--- src/hw/rtl/chr_pkg.sv ---
`default_nettype none
package chr_pkg;

    localparam int RING_DEPTH_DEF   = 256;
    localparam int NODE_ID_BITS_DEF = 16;
    localparam int HASH_W           = 32;
    localparam int ID_DIGITS        = 10;
    localparam int REP_DIGITS       = 3;

    // positions in the text table: "node-" then "-rep-"
    localparam logic [3:0] TXT_NODE_FIRST = 4'd0;
    localparam logic [3:0] TXT_NODE_LAST  = 4'd4;
    localparam logic [3:0] TXT_REP_FIRST  = 4'd5;
    localparam logic [3:0] TXT_REP_LAST   = 4'd9;

    typedef enum logic [2:0] {
        CMD_ADD    = 3'd0,
        CMD_REMOVE = 3'd1,
        CMD_KEY    = 3'd2,
        CMD_QUERY  = 3'd3,
        CMD_CLEAR  = 3'd4
    } t_cmd_code;

    typedef enum logic [2:0] {
        ST_OK        = 3'd0,
        ST_BAD_REPS  = 3'd1,
        ST_NOT_FOUND = 3'd2,
        ST_FULL      = 3'd3,
        ST_EMPTY     = 3'd4
    } t_status;

    typedef enum logic [1:0] {SRC_TEXT, SRC_ID, SRC_REP} t_src;
    typedef enum logic [1:0] {EH_HOLD, EH_CLR, EH_MIX} t_eh_op;
    typedef enum logic [2:0] {K_HOLD, K_CLR, K_LOAD, K_INC, K_DEC} t_k_op;
    typedef enum logic [1:0] {W_HOLD, W_CLR, W_INC} t_w_op;
    typedef enum logic [1:0] {C_HOLD, C_CLR, C_INC, C_LOAD_W} t_cnt_op;
    typedef enum logic [1:0] {RD_NONE, RD_K, RD_KM1} t_rd_op;
    typedef enum logic [1:0] {WR_NONE, WR_SHIFT, WR_NEW, WR_KEEP} t_wr_op;
    typedef enum logic [1:0] {OS_NONE, OS_FIRST, OS_RD, OS_QUERY} t_osel;

    typedef struct packed {
        logic       in_take;
        logic       key_mix;
        logic       acc_clr;
        t_eh_op     eh_op;
        t_src       src;
        logic [3:0] idx;
        t_k_op      k_op;
        t_w_op      w_op;
        t_cnt_op    cnt_op;
        t_rd_op     rd_op;
        t_wr_op     wr_op;
        logic       rep_inc;
        logic       dab_step;
        logic       first_save;
        logic       out_load;
        t_osel      out_sel;
        t_status    out_status;
    } t_ctl;

    typedef struct packed {
        logic rd_gt;
        logic rd_ge_key;
        logic rd_node_eq;
        logic k_zero;
        logic k_eq_cnt;
        logic w_eq_cnt;
        logic cnt_zero;
        logic full;
        logic reps_zero;
        logic rep_done;
        logic dab_done;
        logic dig_zero;
    } t_st;

    function automatic logic [7:0] text_byte(input logic [3:0] idx);
        logic [7:0] b;
        case (idx)
            4'd0:    b = 8'h6E;
            4'd1:    b = 8'h6F;
            4'd2:    b = 8'h64;
            4'd3:    b = 8'h65;
            4'd4:    b = 8'h2D;
            4'd5:    b = 8'h2D;
            4'd6:    b = 8'h72;
            4'd7:    b = 8'h65;
            4'd8:    b = 8'h70;
            default: b = 8'h2D;
        endcase
        return b;
    endfunction

    // h * 31 + b
    function automatic logic [HASH_W-1:0] mix(input logic [HASH_W-1:0] h,
                                              input logic [7:0] b);
        return (h << 5) - h + HASH_W'(b);
    endfunction

endpackage
`default_nettype wire

--- src/hw/rtl/chr_ctrl.sv ---
`default_nettype none
module chr_ctrl (
    input  wire logic         i_clk,
    input  wire logic         i_rst_n,
    input  wire logic         i_in_valid,
    output logic              o_in_ready,
    input  wire logic [2:0]   i_cmd,
    input  wire logic         i_byte_present,
    input  wire logic         i_key_last,
    output logic              o_out_valid,
    input  wire logic         i_out_ready,
    output chr_pkg::t_ctl     o_ctl,
    input  wire chr_pkg::t_st i_st
);
    typedef enum logic [4:0] {
        S_IDLE, S_ADD_CHK, S_DAB, S_R_START, S_TXT1, S_IDD, S_TXT2, S_RPD,
        S_INS_START, S_INS_CHK, S_INS_CMP, S_RM_RD, S_RM_CMP, S_QY_RD, S_QY_CMP,
        S_LK_RD, S_LK_CMP, S_RESP
    } t_state;

    t_state            r_state, n_state;
    logic [3:0]        r_idx, n_idx;
    logic              r_started, n_started;
    chr_pkg::t_status  r_status, n_status;
    chr_pkg::t_osel    r_sel, n_sel;
    logic              r_ovalid;
    logic              take;
    logic              out_free;
    logic              dig_use;

    assign o_in_ready = r_state == S_IDLE;
    assign take       = i_in_valid && o_in_ready;
    assign out_free   = !r_ovalid || i_out_ready;
    // skip leading zeros, but always emit the units digit
    assign dig_use    = !(i_st.dig_zero && !r_started && r_idx != 4'd0);

    always_comb begin
        o_ctl            = '0;
        o_ctl.eh_op      = chr_pkg::EH_HOLD;
        o_ctl.src        = chr_pkg::SRC_TEXT;
        o_ctl.idx        = r_idx;
        o_ctl.k_op       = chr_pkg::K_HOLD;
        o_ctl.w_op       = chr_pkg::W_HOLD;
        o_ctl.cnt_op     = chr_pkg::C_HOLD;
        o_ctl.rd_op      = chr_pkg::RD_NONE;
        o_ctl.wr_op      = chr_pkg::WR_NONE;
        o_ctl.out_sel    = r_sel;
        o_ctl.out_status = r_status;
        n_state   = r_state;
        n_idx     = r_idx;
        n_started = r_started;
        n_status  = r_status;
        n_sel     = r_sel;
        unique case (r_state)
            S_IDLE: if (take) begin
                o_ctl.in_take = 1'b1;
                o_ctl.k_op    = chr_pkg::K_CLR;
                o_ctl.w_op    = chr_pkg::W_CLR;
                unique case (i_cmd)
                    chr_pkg::CMD_ADD:    n_state = S_ADD_CHK;
                    chr_pkg::CMD_REMOVE: n_state = S_RM_RD;
                    chr_pkg::CMD_QUERY:  n_state = S_QY_RD;
                    chr_pkg::CMD_KEY: begin
                        o_ctl.key_mix = i_byte_present;
                        if (i_key_last) n_state = S_LK_RD;
                    end
                    chr_pkg::CMD_CLEAR: begin
                        o_ctl.cnt_op = chr_pkg::C_CLR;
                        n_status = chr_pkg::ST_OK;
                        n_sel    = chr_pkg::OS_NONE;
                        n_state  = S_RESP;
                    end
                    default: ;
                endcase
            end
            S_ADD_CHK: begin
                n_sel   = chr_pkg::OS_NONE;
                n_state = S_RESP;
                if (i_st.reps_zero) begin
                    n_status = chr_pkg::ST_BAD_REPS;
                end else if (i_st.full) begin
                    n_status = chr_pkg::ST_FULL;
                end else begin
                    n_status = chr_pkg::ST_OK;
                    n_state  = S_DAB;
                end
            end
            S_DAB: begin
                if (i_st.dab_done) n_state = S_R_START;
                else o_ctl.dab_step = 1'b1;
            end
            S_R_START: begin
                if (i_st.rep_done) begin
                    n_state = S_RESP;
                end else begin
                    o_ctl.eh_op = chr_pkg::EH_CLR;
                    n_idx   = chr_pkg::TXT_NODE_FIRST;
                    n_state = S_TXT1;
                end
            end
            S_TXT1: begin
                o_ctl.eh_op = chr_pkg::EH_MIX;
                if (r_idx == chr_pkg::TXT_NODE_LAST) begin
                    n_idx     = 4'(chr_pkg::ID_DIGITS - 1);
                    n_started = 1'b0;
                    n_state   = S_IDD;
                end else begin
                    n_idx = r_idx + 4'd1;
                end
            end
            S_IDD: begin
                o_ctl.src = chr_pkg::SRC_ID;
                if (dig_use) begin
                    o_ctl.eh_op = chr_pkg::EH_MIX;
                    n_started   = 1'b1;
                end
                if (r_idx == 4'd0) begin
                    n_idx   = chr_pkg::TXT_REP_FIRST;
                    n_state = S_TXT2;
                end else begin
                    n_idx = r_idx - 4'd1;
                end
            end
            S_TXT2: begin
                o_ctl.eh_op = chr_pkg::EH_MIX;
                if (r_idx == chr_pkg::TXT_REP_LAST) begin
                    n_idx     = 4'(chr_pkg::REP_DIGITS - 1);
                    n_started = 1'b0;
                    n_state   = S_RPD;
                end else begin
                    n_idx = r_idx + 4'd1;
                end
            end
            S_RPD: begin
                o_ctl.src = chr_pkg::SRC_REP;
                if (dig_use) begin
                    o_ctl.eh_op = chr_pkg::EH_MIX;
                    n_started   = 1'b1;
                end
                if (r_idx == 4'd0) n_state = S_INS_START;
                else n_idx = r_idx - 4'd1;
            end
            S_INS_START: begin
                o_ctl.k_op = chr_pkg::K_LOAD;
                n_state    = S_INS_CHK;
            end
            S_INS_CHK: begin
                if (i_st.k_zero) begin
                    o_ctl.wr_op   = chr_pkg::WR_NEW;
                    o_ctl.cnt_op  = chr_pkg::C_INC;
                    o_ctl.rep_inc = 1'b1;
                    n_state = S_R_START;
                end else begin
                    o_ctl.rd_op = chr_pkg::RD_KM1;
                    n_state = S_INS_CMP;
                end
            end
            S_INS_CMP: begin
                // move larger entries up one slot, insert after equal hashes
                if (i_st.rd_gt) begin
                    o_ctl.wr_op = chr_pkg::WR_SHIFT;
                    o_ctl.k_op  = chr_pkg::K_DEC;
                    n_state = S_INS_CHK;
                end else begin
                    o_ctl.wr_op   = chr_pkg::WR_NEW;
                    o_ctl.cnt_op  = chr_pkg::C_INC;
                    o_ctl.rep_inc = 1'b1;
                    n_state = S_R_START;
                end
            end
            S_RM_RD: begin
                if (i_st.k_eq_cnt) begin
                    o_ctl.cnt_op = chr_pkg::C_LOAD_W;
                    n_status = i_st.w_eq_cnt ? chr_pkg::ST_NOT_FOUND : chr_pkg::ST_OK;
                    n_sel    = chr_pkg::OS_NONE;
                    n_state  = S_RESP;
                end else begin
                    o_ctl.rd_op = chr_pkg::RD_K;
                    n_state = S_RM_CMP;
                end
            end
            S_RM_CMP: begin
                if (!i_st.rd_node_eq) begin
                    o_ctl.wr_op = chr_pkg::WR_KEEP;
                    o_ctl.w_op  = chr_pkg::W_INC;
                end
                o_ctl.k_op = chr_pkg::K_INC;
                n_state = S_RM_RD;
            end
            S_QY_RD: begin
                if (i_st.k_eq_cnt) begin
                    n_status = chr_pkg::ST_OK;
                    n_sel    = chr_pkg::OS_QUERY;
                    n_state  = S_RESP;
                end else begin
                    o_ctl.rd_op = chr_pkg::RD_K;
                    n_state = S_QY_CMP;
                end
            end
            S_QY_CMP: begin
                if (i_st.rd_node_eq) o_ctl.w_op = chr_pkg::W_INC;
                o_ctl.k_op = chr_pkg::K_INC;
                n_state = S_QY_RD;
            end
            S_LK_RD: begin
                if (i_st.cnt_zero) begin
                    o_ctl.acc_clr = 1'b1;
                    n_status = chr_pkg::ST_EMPTY;
                    n_sel    = chr_pkg::OS_NONE;
                    n_state  = S_RESP;
                end else if (i_st.k_eq_cnt) begin
                    // no hash at or above the key: wrap to the first entry
                    o_ctl.acc_clr = 1'b1;
                    n_status = chr_pkg::ST_OK;
                    n_sel    = chr_pkg::OS_FIRST;
                    n_state  = S_RESP;
                end else begin
                    o_ctl.rd_op = chr_pkg::RD_K;
                    n_state = S_LK_CMP;
                end
            end
            S_LK_CMP: begin
                o_ctl.first_save = i_st.k_zero;
                if (i_st.rd_ge_key) begin
                    o_ctl.acc_clr = 1'b1;
                    n_status = chr_pkg::ST_OK;
                    n_sel    = chr_pkg::OS_RD;
                    n_state  = S_RESP;
                end else begin
                    o_ctl.k_op = chr_pkg::K_INC;
                    n_state = S_LK_RD;
                end
            end
            S_RESP: begin
                if (out_free) begin
                    o_ctl.out_load = 1'b1;
                    n_state = S_IDLE;
                end
            end
            default: n_state = S_IDLE;
        endcase
    end

    always_ff @(posedge i_clk) begin
        if (!i_rst_n) begin
            r_state   <= S_IDLE;
            r_idx     <= '0;
            r_started <= 1'b0;
            r_status  <= chr_pkg::ST_OK;
            r_sel     <= chr_pkg::OS_NONE;
            r_ovalid  <= 1'b0;
        end else begin
            r_state   <= n_state;
            r_idx     <= n_idx;
            r_started <= n_started;
            r_status  <= n_status;
            r_sel     <= n_sel;
            if (o_ctl.out_load) r_ovalid <= 1'b1;
            else if (i_out_ready) r_ovalid <= 1'b0;
        end
    end

    assign o_out_valid = r_ovalid;

`ifndef SYNTHESIS
    a_no_overwrite: assert property (@(posedge i_clk) disable iff (!i_rst_n)
        o_ctl.out_load |-> (!r_ovalid || i_out_ready))
        else $error("result register overwritten before transfer");
    a_resp_shows: assert property (@(posedge i_clk) disable iff (!i_rst_n)
        (r_state == S_RESP && out_free) |=> r_ovalid)
        else $error("pending result not presented");
    a_drop_on_xfer: assert property (@(posedge i_clk) disable iff (!i_rst_n)
        $fell(r_ovalid) |-> $past(i_out_ready))
        else $error("result dropped without transfer");
`endif
endmodule
`default_nettype wire

--- config.mk ---
export PLATFORM = sky130hd
export DESIGN_NAME = chr_ctrl
export DESIGN_NICKNAME = d
export VERILOG_FILES = /design/src/hw/rtl/chr_pkg.sv /design/src/hw/rtl/chr_ctrl.sv
export SDC_FILE = /design/constraint.sdc
export NUM_CORES = 1
export LEC_CHECK = 0
export BUFFER_PORTS_ARGS = -buffer_cell sky130_fd_sc_hd__buf_2
export CORE_MARGIN = 2
export CORE_UTILIZATION = 30
export CTS_BUF_LIST = sky130_fd_sc_hd__clkbuf_8
export DETAILED_ROUTE_END_ITERATION = 7
export PLACE_DENSITY_LB_ADDON = 0.05
export SLEW_MARGIN = 10
export SYNTH_ARGS = -nofsm -noshare
export SYNTH_HDL_FRONTEND = slang
export SYNTH_SLANG_ARGS = --single-unit
--- constraint.sdc ---
create_clock -name i_clk -period 5.29 [get_ports i_clk]
set_input_delay 0.2645 -clock i_clk [delete_from_list [all_inputs] [get_ports i_clk]]
set_output_delay 0.2645 -clock i_clk [all_outputs]
set_load 0.005 [all_outputs]
==> metrics.md, run 1 <==
| Metric | Value |
|---|---|
| Status | completed |
| Synth area leaders | dfxtp_1, nor3_1, a21oi_1 |
| Syn_nets | between 200 and 300 |
| Initial antenna violation count | 0 |
| Syn_area_per_cell | ~6.7 um^2 |
| Sink Count | 16 |
| Via density | around 5.4 |
| Yosys reg bits | 16 |
| Relative slew slack | between 40% and 50% |
| Clock transition at the registers of the reported paths | approximately 0.08 ns |
| Max incr delay on CP | between 0.8 and 0.9 ns |
| Post-Synthesis Cells | between 200 and 250 |
| Antenna viol nets, final | 0 |
| Peak Freq | roughly 380 MHz |
| Worst Setup Start Kind | register |
| Lkg Pwr | just under 0.9 nW |
| Placed inst area | ~1900 um^2 |
| Fin Hold WS | ~0.33 ns |
| Critical Path End Type | output pin |
| Most Used Layer, Global Route | met1 |
| Drt pass-1 iters | 4 |
| Max Cap Violations | 0 |
| Cts bufs inserted | 3 |
| Pre-CTS WS | roughly 2.8 ns |
| Maximum VDD drop | between 0.2 and 0.3 mV |
| Die Span X | ~77 um |
| Fraction of layout cells with a size suffix above 1 | 23.0% |
| Dominant cell type by area after synthesis | dfxtp_1 |
| Port Buf Inserts | 53 |
| First-pass GRT wire length | about 8.9 mm |
| Slew @ Worst Pin | roughly 0.88 ns |
| Tmin final | 2.63 ns |
| Fin crit share | 49.7% |
| CTS root buf | clkbuf_8 |
| Via count of the first global-routing pass | 1749 |
| Die area | around 6000 um^2 |
| Detail Placement HPWL | 4.14 mm |
| DIE HEIGHT | slightly below 80 um |
| Final Skew | 0.00428 ns |
| Wire length per cell | 15.4 um |
| Detailed Route Iter0 Violations | 173 |
| Diode count | 0 |
| Final Net Count | about 300 |
| Vias | ~1900 |
| Top Ports | 54 |
| Post-synth EDFFs | 0 |
| Critical path type | reg2out |
| GRT Total Usage | 18.6% |
| Post-CTS setup buffer count | 0 |
| H-tree depth | 1 |
| Simple-gate share of the synthesized area | between 30% and 40% |
| GR Overflow Total | 0 |
| Synth top area share | about a fifth |
| Crit-path cells | inv_1 > or2_2 > or4_1 > nand2b_1 > buf_2 |
| Buf/Inv on CP | 2 |
| Share of flip-flops with an asynchronous set or reset | 0% |
| GR Util met1 | between 20 and 30% |
| TNS Setup | 0 ns |
| Post-synthesis mux area share | approximately 1.9% |
| Final Routed Wirelength | roughly 5.4 mm |
| Area growth syn-to-layout | 21.1% |
| Met2 usage | between 20% and 30% |
| CTS tree | built |
| Fin. max-slew vios | 0 |
| # hold bufs at CTS | 0 |
| Clock tree buffer depth | 2 |
| CTS resizes | 0 |
| Crit path max fanout | 24 |
| Worst Path Required | 5.03 ns |
| Top_reg_cell synth | dfxtp_1 |
| Arrival time worst endpoint | 2.36 ns |
| Routability Congestion | between 0.7 and 0.8 |
| Slowest CP cell | dfxtp_1 |
| Seq/Total Area, Yosys | about a fifth |
| M3 GR Usage | between 3 and 4% |
| Ys Warns | 0 |
| XOR/XNOR Fraction of Synth Area | 2.72% |
| Core area | around 5100 um^2 |
| Compound-cell area share of the yosys netlist | a little under a third |
| Top delay family on crit path | simple AND/OR/NAND/NOR gates |
| Final instance area | about 2000 um^2 |
| Count of cell types in the netlist | 52 |
| HP Class | in2reg |
| Unrepaired setup endpoints after global routing | no |
| Final count of negative-setup-slack endpoints | 0 |
| Initial Util | a little under a third |
| Row count | 26 |
| Final hold violations | 0 |
| Final worst slack | 2.66 ns |
| Combinational family with the most area after synthesis | simple AND/OR/NAND/NOR gates |
| Cell Pwr Density | ~470 nW/um^2 |
| Syn Std Cell Area | around 1600 um^2 |
| Adder-Cell Fraction of Synth Area | 3.11% |
| Latest clock arrival within the worst-skew pair | 0.26 ns |
| DRC Markers | 0 |
| Largest net degree at the start of global routing | 27 |
-- Yosys cell counts (all sizes together), types with 3 or more instances --
cell,n
nor2,22
dfxtp,16
nand3,7
mux2i,3
nand2,23
o21ai,19
or3,8
a21oi,19
nor3,21
a21o,3
o211ai,3
nand2b,6
nor3b,3
buf,6
o22ai,4
a211o,3
inv,14
nor2b,3
a211oi,4
ha,4
clkbuf,12
xor2,3
a31oi,4
-- path summary, 6_finish.rpt --
kind	from	to	slack (ns)	cells past startpoint
max	r_state[2]	o_ctl[9]	2.66	5
min	i_out_ready	o_out_valid	0.33	4
max reg2reg	r_state[1]	r_state[0]	2.80	5
min reg2reg	r_sel[1]	r_sel[1]	0.46	2
-- per-layer routing --
metal / vias to the layer above / wire, um / part of all wire, %
li1: 963 / - / -
met1: 886 / 2780 / 51
met2: 60 / 2310 / 43
met3: 4 / 288 / 5.3
met4: 0 / 39 / 0.72
met5: - / 0 / 0
-- worst register-to-register path, delay by kind of cell (launching register included) --
| family | cells | cell delay (ns) |
|---|---|---|
| compound gates | 3 | 0.89 |
| simple gates | 2 | 0.60 |
| flops | 1 | 0.91 |
-- power by group --
| group | internal, W | switching (W) | total (W) |
|---|---|---|---|
| registers | 0.000149 | 0.0000869 | 0.000236 |
| logic | 0.000241 | 0.000331 | 0.000572 |
| clock network | 0.0000662 | 0.0000520 | 0.000118 |
| total | 0.000456 | 0.000470 | 0.000926 |
-- state kept, by name, summed over array words and instances, names as in the netlist --
name,cells
r_state,5
r_idx,4
r_started,1
r_sel,2
o_out_valid,1
r_status,3
-- kinds of logic (layout without fill, tap and decap cells) --
logic type	Yosys count	count (layout)
AND/OR/NAND/NOR	106	106
buffers and inverters	33	73
multiplexers	3	3
XOR/XNOR	5	5
flip-flops	16	16
adder cells (fa/ha/maj)	4	4
AO/OA/AOI/OAI	75	75
-- placed cells by master (no fill, tap or decap), drive strengths merged, types with 2 or more instances in the layout --
master	netlist	final
or4	2	2
xnor2	2	2
o21ai	19	19
nor3	21	21
buf	6	54
dfxtp	16	16
nand2	23	23
a211oi	4	4
a211o	3	3
xor2	3	3
inv	14	14
or3	8	8
a31oi	4	4
o211ai	3	3
clkbuf	12	4
a311oi	2	2
nor2b	3	3
nand3	7	7
nor4	2	2
o22ai	4	4
a21oi	19	19
nor3b	3	3
and2	2	2
a21o	3	3
mux2i	3	3
nand2b	6	6
nor2	22	22
ha	4	4
-- area by class of cell --
| type | instances | area (um^2) |
|---|---|---|
| fill | 609 | 3190 |
| multi-input combinational | 193 | 1160 |
| sequential | 16 | 320 |
| timing repair buffer | 54 | 273 |
| tap | 70 | 87.6 |
| inverter | 15 | 57.6 |
| clock buffer | 4 | 55.1 |
-- per-stage QoR --
stage          std cells  power [W]  util, %
2_1_floorplan        242   0.000649        -
3_3_place_gp         348   0.000812     36.9
3_5_place_dp         348   0.000805     36.9
4_1_cts              352   0.000925     38.0
5_1_grt              352    0.00101     38.0
6_report             352   0.000926     38.0
(Power assumes the default switching activity.)
==> inputs of run 2 (changes only) <==
==> constraint.sdc (replaced) <==
create_clock -name i_clk -period 2.4 [get_ports i_clk]
set_input_delay 0.12 -clock i_clk [delete_from_list [all_inputs] [get_ports i_clk]]
set_output_delay 0.12 -clock i_clk [all_outputs]
set_load 0.005 [all_outputs]
==> metrics.md, run 2 (synthesis gave the netlist of run 1 again) <==
| Metric | Value |
|---|---|
| Status | completed |
| Most flop-heavy register | r_state |
| Via count of the first global-routing pass | 1683 (-3.8%) |
| Initial antenna violation count | 0 (unchanged) |
| Antenna viol nets, final | 0 (unchanged) |
| Row count | 26 (unchanged) |
| DRC Markers | 0 (unchanged) |
| Routability Congestion | 0.802 (+1.1%) |
| Largest register FFs | 5 (unchanged) |
| Final Net Count | 318 (+3.2%) |
| Maximum VDD drop | 0.553 mV (+100%) |
| Wire length per cell | 15.4 um (+0.33%) |
| Most common cell after layout, fill and taps aside | buf_2 |
| Core area | 5140 um^2 (unchanged) |
| Via density | 5.35 (-1.5%) |
| DIE HEIGHT | 77.3 um (unchanged) |
| CTS root buf | clkbuf_8 |
| Relative slew slack | 61.0% (+20 points) |
| Max incr delay on CP | 0.47 ns (-0.38 ns) |
| Reg2reg start | r_idx[0] |
| First-pass GRT wire length | 8.90 mm (-0.54%) |
| Most frequent cells in the layout | buf_2, nand2_1, nor2_1 |
| Worst Path Required | 2.28 ns (-2.75 ns) |
| Sw Ratio | 49.6% (-1.2 points) |
| TNS Setup | 0 ns (unchanged) |
| Worst r2r path cells | 7 (+2) |
| Slew @ Worst Pin | 0.584 ns (-0.299 ns) |
| Die Span X | 77.3 um (unchanged) |
| Vias | 1938 (+1.3%) |
| Tmin final | 2.20 ns |
| Dpl cells | 358 (+2.9%) |
| Detailed Route Iter0 Violations | 156 (-9.8%) |
| Top Registers | r_state x5, r_idx x4, r_status x3 |
| Detail Placement HPWL | 4.31 mm (+4.1%) |
| Slowest CP cell | dfxtp_1 |
| Latest clock arrival within the worst-skew pair | 0.26 ns (about the same) |
| Fin. max-slew vios | 0 (unchanged) |
| Final Routed Wirelength | 5.59 mm (+3.2%) |
| RR Endpoint | r_state[1] |
| Crit path max fanout | 15 (-38%) |
| H-tree depth | 1 (unchanged) |
| GRT Total Usage | 18.8% (+0.23 points) |
| Clock transition at the registers of the reported paths | 0.08 ns (about the same) |
| Worst Setup Start Kind | register |
| Lkg Pwr | 0.913 nW (+5.7%) |
| GR Overflow Total | 0 (unchanged) |
| Int Pwr | 0.00110 W (+140%) |
| CTS tree | built |
| Arrival time worst endpoint | 2.08 ns (-0.28 ns) |
| Initial Util | 31.4% (unchanged) |
| Top Ports | 54 (unchanged) |
| Hold path endpoint | o_out_valid |
| Max Cap Violations | 0 (unchanged) |
| Net Switching | 0.00108 W (+130%) |
| Clock power share | 12.2% (-0.6 points) |
| Area growth syn-to-layout | 25.8% |
| Final hold violations | 0 (unchanged) |
| Sink Count | 16 (unchanged) |
| Clock tree buffer depth | 2 (unchanged) |
| Drt pass-1 iters | 5 (+1) |
| Die area | 5970 um^2 (unchanged) |
| Fin Hold WS | 0.190 ns (-0.137 ns) |
| Post-CTS setup buffer count | 0 (unchanged) |
| HP Class | in2reg |
| Gate power share | 66.5% (+4.7 points) |
| Crit-path cells | or3_1 > or3_4 > clkinv_2 > nand2_1 > o21ai_0 > buf_2 |
| Largest net degree at the start of global routing | 16 (-41%) |
| Worst min-delay path startpoint | i_out_ready |
| Post-route non-filler standard cell count | 362 (+2.8%) |
| Port Buf Inserts | 53 (unchanged) |
| Fin crit share | roughly 90% |
| Peak Freq | 455 MHz |
| Fraction of layout cells with a size suffix above 1 | 25.7% (+2.6 points) |
| # hold bufs at CTS | 0 (unchanged) |
| Critical path type | reg2out |
| Final Skew | 0.00366 ns (-0.000622 ns) |
| Final count of negative-setup-slack endpoints | 0 (unchanged) |
| Reg power frac | 21.3% (-4.2 points) |
| Diode count | 0 (unchanged) |
| Cell Pwr Density | 1070 nW/um^2 (+130%) |
| Critical Path End Type | output pin |
| CTS resizes | 0 (unchanged) |
| Worst hold stages | 4 (unchanged) |
| R2R setup slack | 0.29 ns (-2.51 ns) |
| Unrepaired setup endpoints after global routing | no |
| Cts bufs inserted | 3 (unchanged) |
## run 2: metrics by stage
step | area [um^2] | util [%] | total power (W) | setup WS (ns)
2_1_floorplan | 1610 | - | 0.00143 | 0.467
3_3_place_gp | 1970 | 38.4 | 0.00192 | 0.353
3_5_place_dp | 1970 | 38.4 | 0.00190 | 0.319
4_1_cts | 2030 | 39.4 | 0.00216 | 0.210
5_1_grt | 2030 | 39.4 | 0.00236 | 0.0586
6_report | 2030 | 39.4 | 0.00218 | 0.204
## run 2: worst max-delay path by stage
stage | startpoint | endpoint | slack [ns] | cells past startpoint
2_1_floorplan | r_idx[0] | r_state[1] | 0.47 | 7
6_report | r_state[3] | o_ctl[13] | 0.20 | 6
3_3_place_gp | r_idx[0] | r_state[1] | 0.35 | 7
4_1_cts | r_state[3] | o_ctl[13] | 0.21 | 6
3_5_place_dp | r_idx[0] | r_state[1] | 0.32 | 7
5_1_grt | r_idx[0] | r_state[1] | 0.06 | 7
## run 2: area by class of cell
type | instances | area, um^2
Multi-Input combinational cell | 193 | 1160
Timing Repair Buffer | 64 | 348
Sequential cell | 16 | 320
Tap cell | 70 | 87.6
Clock buffer | 4 | 55.1
Inverter | 15 | 57.6
Fill cell | 599 | 3110
## run 2: power groups by stage
stage | clock network, W | logic (W) | registers, W
2_1_floorplan | 0 | 0.00105 | 0.000384
3_3_place_gp | 0 | 0.00146 | 0.000464
3_5_place_dp | 0 | 0.00143 | 0.000462
4_1_cts | 0.000266 | 0.00144 | 0.000455
5_1_grt | 0.000277 | 0.00161 | 0.000475
6_report | 0.000266 | 0.00145 | 0.000463
## run 2: worst max-delay path: cells and delay by family, from the launching register on
family                 cells  cell delay (ns)
and+or+nand+nor            3             0.92
AOI/OAI and AO/OA          1             0.19
buffers and inverters      2             0.23
DFF                        1             0.47
## run 2: metal layers
metal	vias to the layer above	GRT usage, %	wire length [um]
met5	-	0	0
li1	982	-	-
met1	897	29.1	2880
met2	57	27.0	2400
met3	2	2.47	274
met4	0	4.46	27
==> inputs of run 3 (changes only) <==
--- a/config.mk
+++ b/config.mk
@@ -11,6 +11,7 @@
 export CTS_BUF_LIST = sky130_fd_sc_hd__clkbuf_8
 export DETAILED_ROUTE_END_ITERATION = 7
 export PLACE_DENSITY_LB_ADDON = 0.05
+export SETUP_SLACK_MARGIN = 0.4
 export SLEW_MARGIN = 10
 export SYNTH_ARGS = -nofsm -noshare
 export SYNTH_HDL_FRONTEND = slang
==> metrics.md, run 3 (synthesis gave the netlist of run 1 again) <==
| Metric | Value |
|---|---|
| Status | completed |
| Final worst slack | 0.427 ns (+0.222 ns) |
| Fin. max-slew vios | 0 (unchanged) |
| Gate power share | 69.0% (+2.5 points) |
| Clock power share | 11.2% (-1.0 points) |
| Wire length per cell | 15.2 um (-1.4%) |
| Slew @ Worst Pin | 0.518 ns (-0.0665 ns) |
| CTS tree | built |
| Row count | 26 (unchanged) |
| Worst Path Required | 2.28 ns (about the same) |
| Clock transition at the registers of the reported paths | 0.08 ns (about the same) |
| Crit path max fanout | 5 (-10) |
| Dpl cells | 358 (unchanged) |
| Lkg Pwr | 0.971 nW (+6.4%) |
| Pre-CTS WS | 0.319 ns (unchanged) |
| Routed wl met2 | 2.46 mm (+2.6%) |
| H-tree depth | 1 (unchanged) |
| Unrepaired setup endpoints after global routing | yes |
| # hold bufs at CTS | 0 (unchanged) |
| HP Class | in2reg |
| Relative slew slack | 65.2% (+4.3 points) |
| Uppermost layer routed | met4 |
| Cell Pwr Density | 1100 nW/um^2 (+2.8%) |
| Fraction of layout cells with a size suffix above 1 | 32.3% (+6.6 points) |
| Diode count | 0 (unchanged) |
| First-pass GRT wire length | 8.91 mm (+0.15%) |
| Detailed Route Iter0 Violations | 99 (-37%) |
| Worst r2r path cells | 7 (unchanged) |
| DIE HEIGHT | 77.3 um (unchanged) |
| Tmin final | 1.97 ns (-0.222 ns) |
| Routability Congestion | 0.802 (unchanged) |
| CTS root buf | clkbuf_8 |
| Area growth syn-to-layout | 32.9% |
| Clock tree buffer depth | 2 (unchanged) |
| Top Registers | r_state x5, r_idx x4, r_status x3 |
| Peak Freq | 507 MHz (+11%) |
| GR Overflow Total | 0 (unchanged) |
| TNS Setup | 0 ns (unchanged) |
| Arrival time worst endpoint | 1.85 ns (-0.23 ns) |
| Fin Hold WS | 0.180 ns (-0.00987 ns) |
| Reg power frac | 19.8% (-1.5 points) |
| Latest clock arrival within the worst-skew pair | 0.26 ns (about the same) |
| Reg2reg start | r_state[2] |
| Post-route non-filler standard cell count | 370 (+2.2%) |
| Initial antenna violation count | 0 (unchanged) |
| Wl on met1 | 2.83 mm (-1.9%) |
| Initial Util | 31.4% (unchanged) |
| Max Cap Violations | 0 (unchanged) |
| Worst Setup Start Kind | register |
| Via count of the first global-routing pass | 1686 (+0.18%) |
| Final Routed Wirelength | 5.63 mm (+0.81%) |
| Maximum VDD drop | 0.509 mV (-7.9%) |
| Net Switching | 0.00112 W (+4.1%) |
| Worst hold stages | 2 (-2) |
| DRC Markers | 0 (unchanged) |
| Most flop-heavy register | r_state |
| GRT Total Usage | 18.8% (-0.025 points) |
| CP Launch Point | r_state[2] |
| Largest net degree at the start of global routing | 16 (unchanged) |
| Worst min-delay path startpoint | i_rst_n |
| Detail Placement HPWL | 4.31 mm (unchanged) |
| Fill cells | 591 (-1.3%) |
| Via density | 5.36 (+0.21%) |
| Sw Ratio | 47.5% (-2.1 points) |
| Top Ports | 54 (unchanged) |
| Critical path type | reg2out |
| Final count of negative-setup-slack endpoints | 0 (unchanged) |
| Antenna viol nets, final | 0 (unchanged) |
| Port Buf Inserts | 53 (unchanged) |
| Die area | 5970 um^2 (unchanged) |
| Wire length on met3 | 310 um (+13%) |
| Cts bufs inserted | 3 (unchanged) |
| Final Net Count | 326 (+2.5%) |
| Most common cell after layout, fill and taps aside | buf_2 |
| Sink Count | 16 (unchanged) |
| Die Span X | 77.3 um (unchanged) |
| Int Pwr | 0.00124 W (+13%) |
| Total power | 0.00236 W (+8.6%) |
| Vias | 1985 (+2.4%) |
| Largest register FFs | 5 (unchanged) |
| Drt pass-1 iters | 4 (-1) |
| Final Skew | 0.00282 ns (-0.000836 ns) |
| Critical Path End Type | output pin |
| Final hold violations | 0 (unchanged) |
| Most frequent cells in the layout | buf_2, nor2_1, nand2_1 |
| Fin crit share | 82.2% (-9.3 points) |
| Core area | 5140 um^2 (unchanged) |
[run 3: changes by cell type in the layout (fill, tap and decap cells not counted), sizes merged]
cell,previous run,this run
inv,14,15
buf,64,72
clkinv,1,0
[run 3: worst paths after layout]
path	to	slack (ns)
setup / recovery	o_ctl[17]	0.43
hold / removal	r_state[3]	0.18
setup reg to reg	r_state[4]	0.45
hold reg to reg	r_status[0]	0.46
[run 3: power by group through the flow]
stage          registers, W  clock network (W)  logic (W)
2_1_floorplan      0.000384                  0    0.00105
3_3_place_gp       0.000464                  0    0.00146
3_5_place_dp       0.000462                  0    0.00143
4_1_cts            0.000462           0.000266    0.00145
5_1_grt            0.000481           0.000277    0.00180
6_report           0.000468           0.000266    0.00163
[run 3: what timing repair did]
action | in CTS | in global routing
setup endpoints to repair | 11 | 18
cloned | 0 | 0
pin swaps | 0 | 3
buffers inserted | 0 | 8
resized for setup | 8 | 16
[run 3: layout make-up]
type / instances / area (um^2) / area share [%]
Tap cell: 70 / 87.6 / 4.09
Clock buffer: 4 / 55.1 / 2.57
Multi-Input combinational cell: 193 / 1190 / 55.5
Sequential cell: 16 / 339 / 15.8
Timing Repair Buffer: 72 / 412 / 19.2
Inverter: 15 / 58.8 / 2.75
[run 3: through the flow]
| step | instance area (um^2) | util [%] |
|---|---|---|
| 4_1_cts | 2040 | 39.7 |
| 2_1_floorplan | 1610 | - |
| 5_1_grt | 2140 | 41.7 |
| 3_5_place_dp | 1970 | 38.4 |
| 6_report | 2140 | 41.7 |
| 3_3_place_gp | 1970 | 38.4 |
[run 3: metal layers]
layer	up-vias	GRT usage, %
met3	2	2.47
met5	-	0
met1	914	28.9
met4	0	4.46
li1	1002	-
met2	67	27.2
[run 3: critical path, cell delays in order, from the launching register on]
cell and delay, ns:
dfxtp_4 0.35, buf_6 0.12, or3_4 0.32, or3_4 0.41, inv_4 0.09, nand2_4 0.07
o211ai_1 0.09, buf_2 0.14
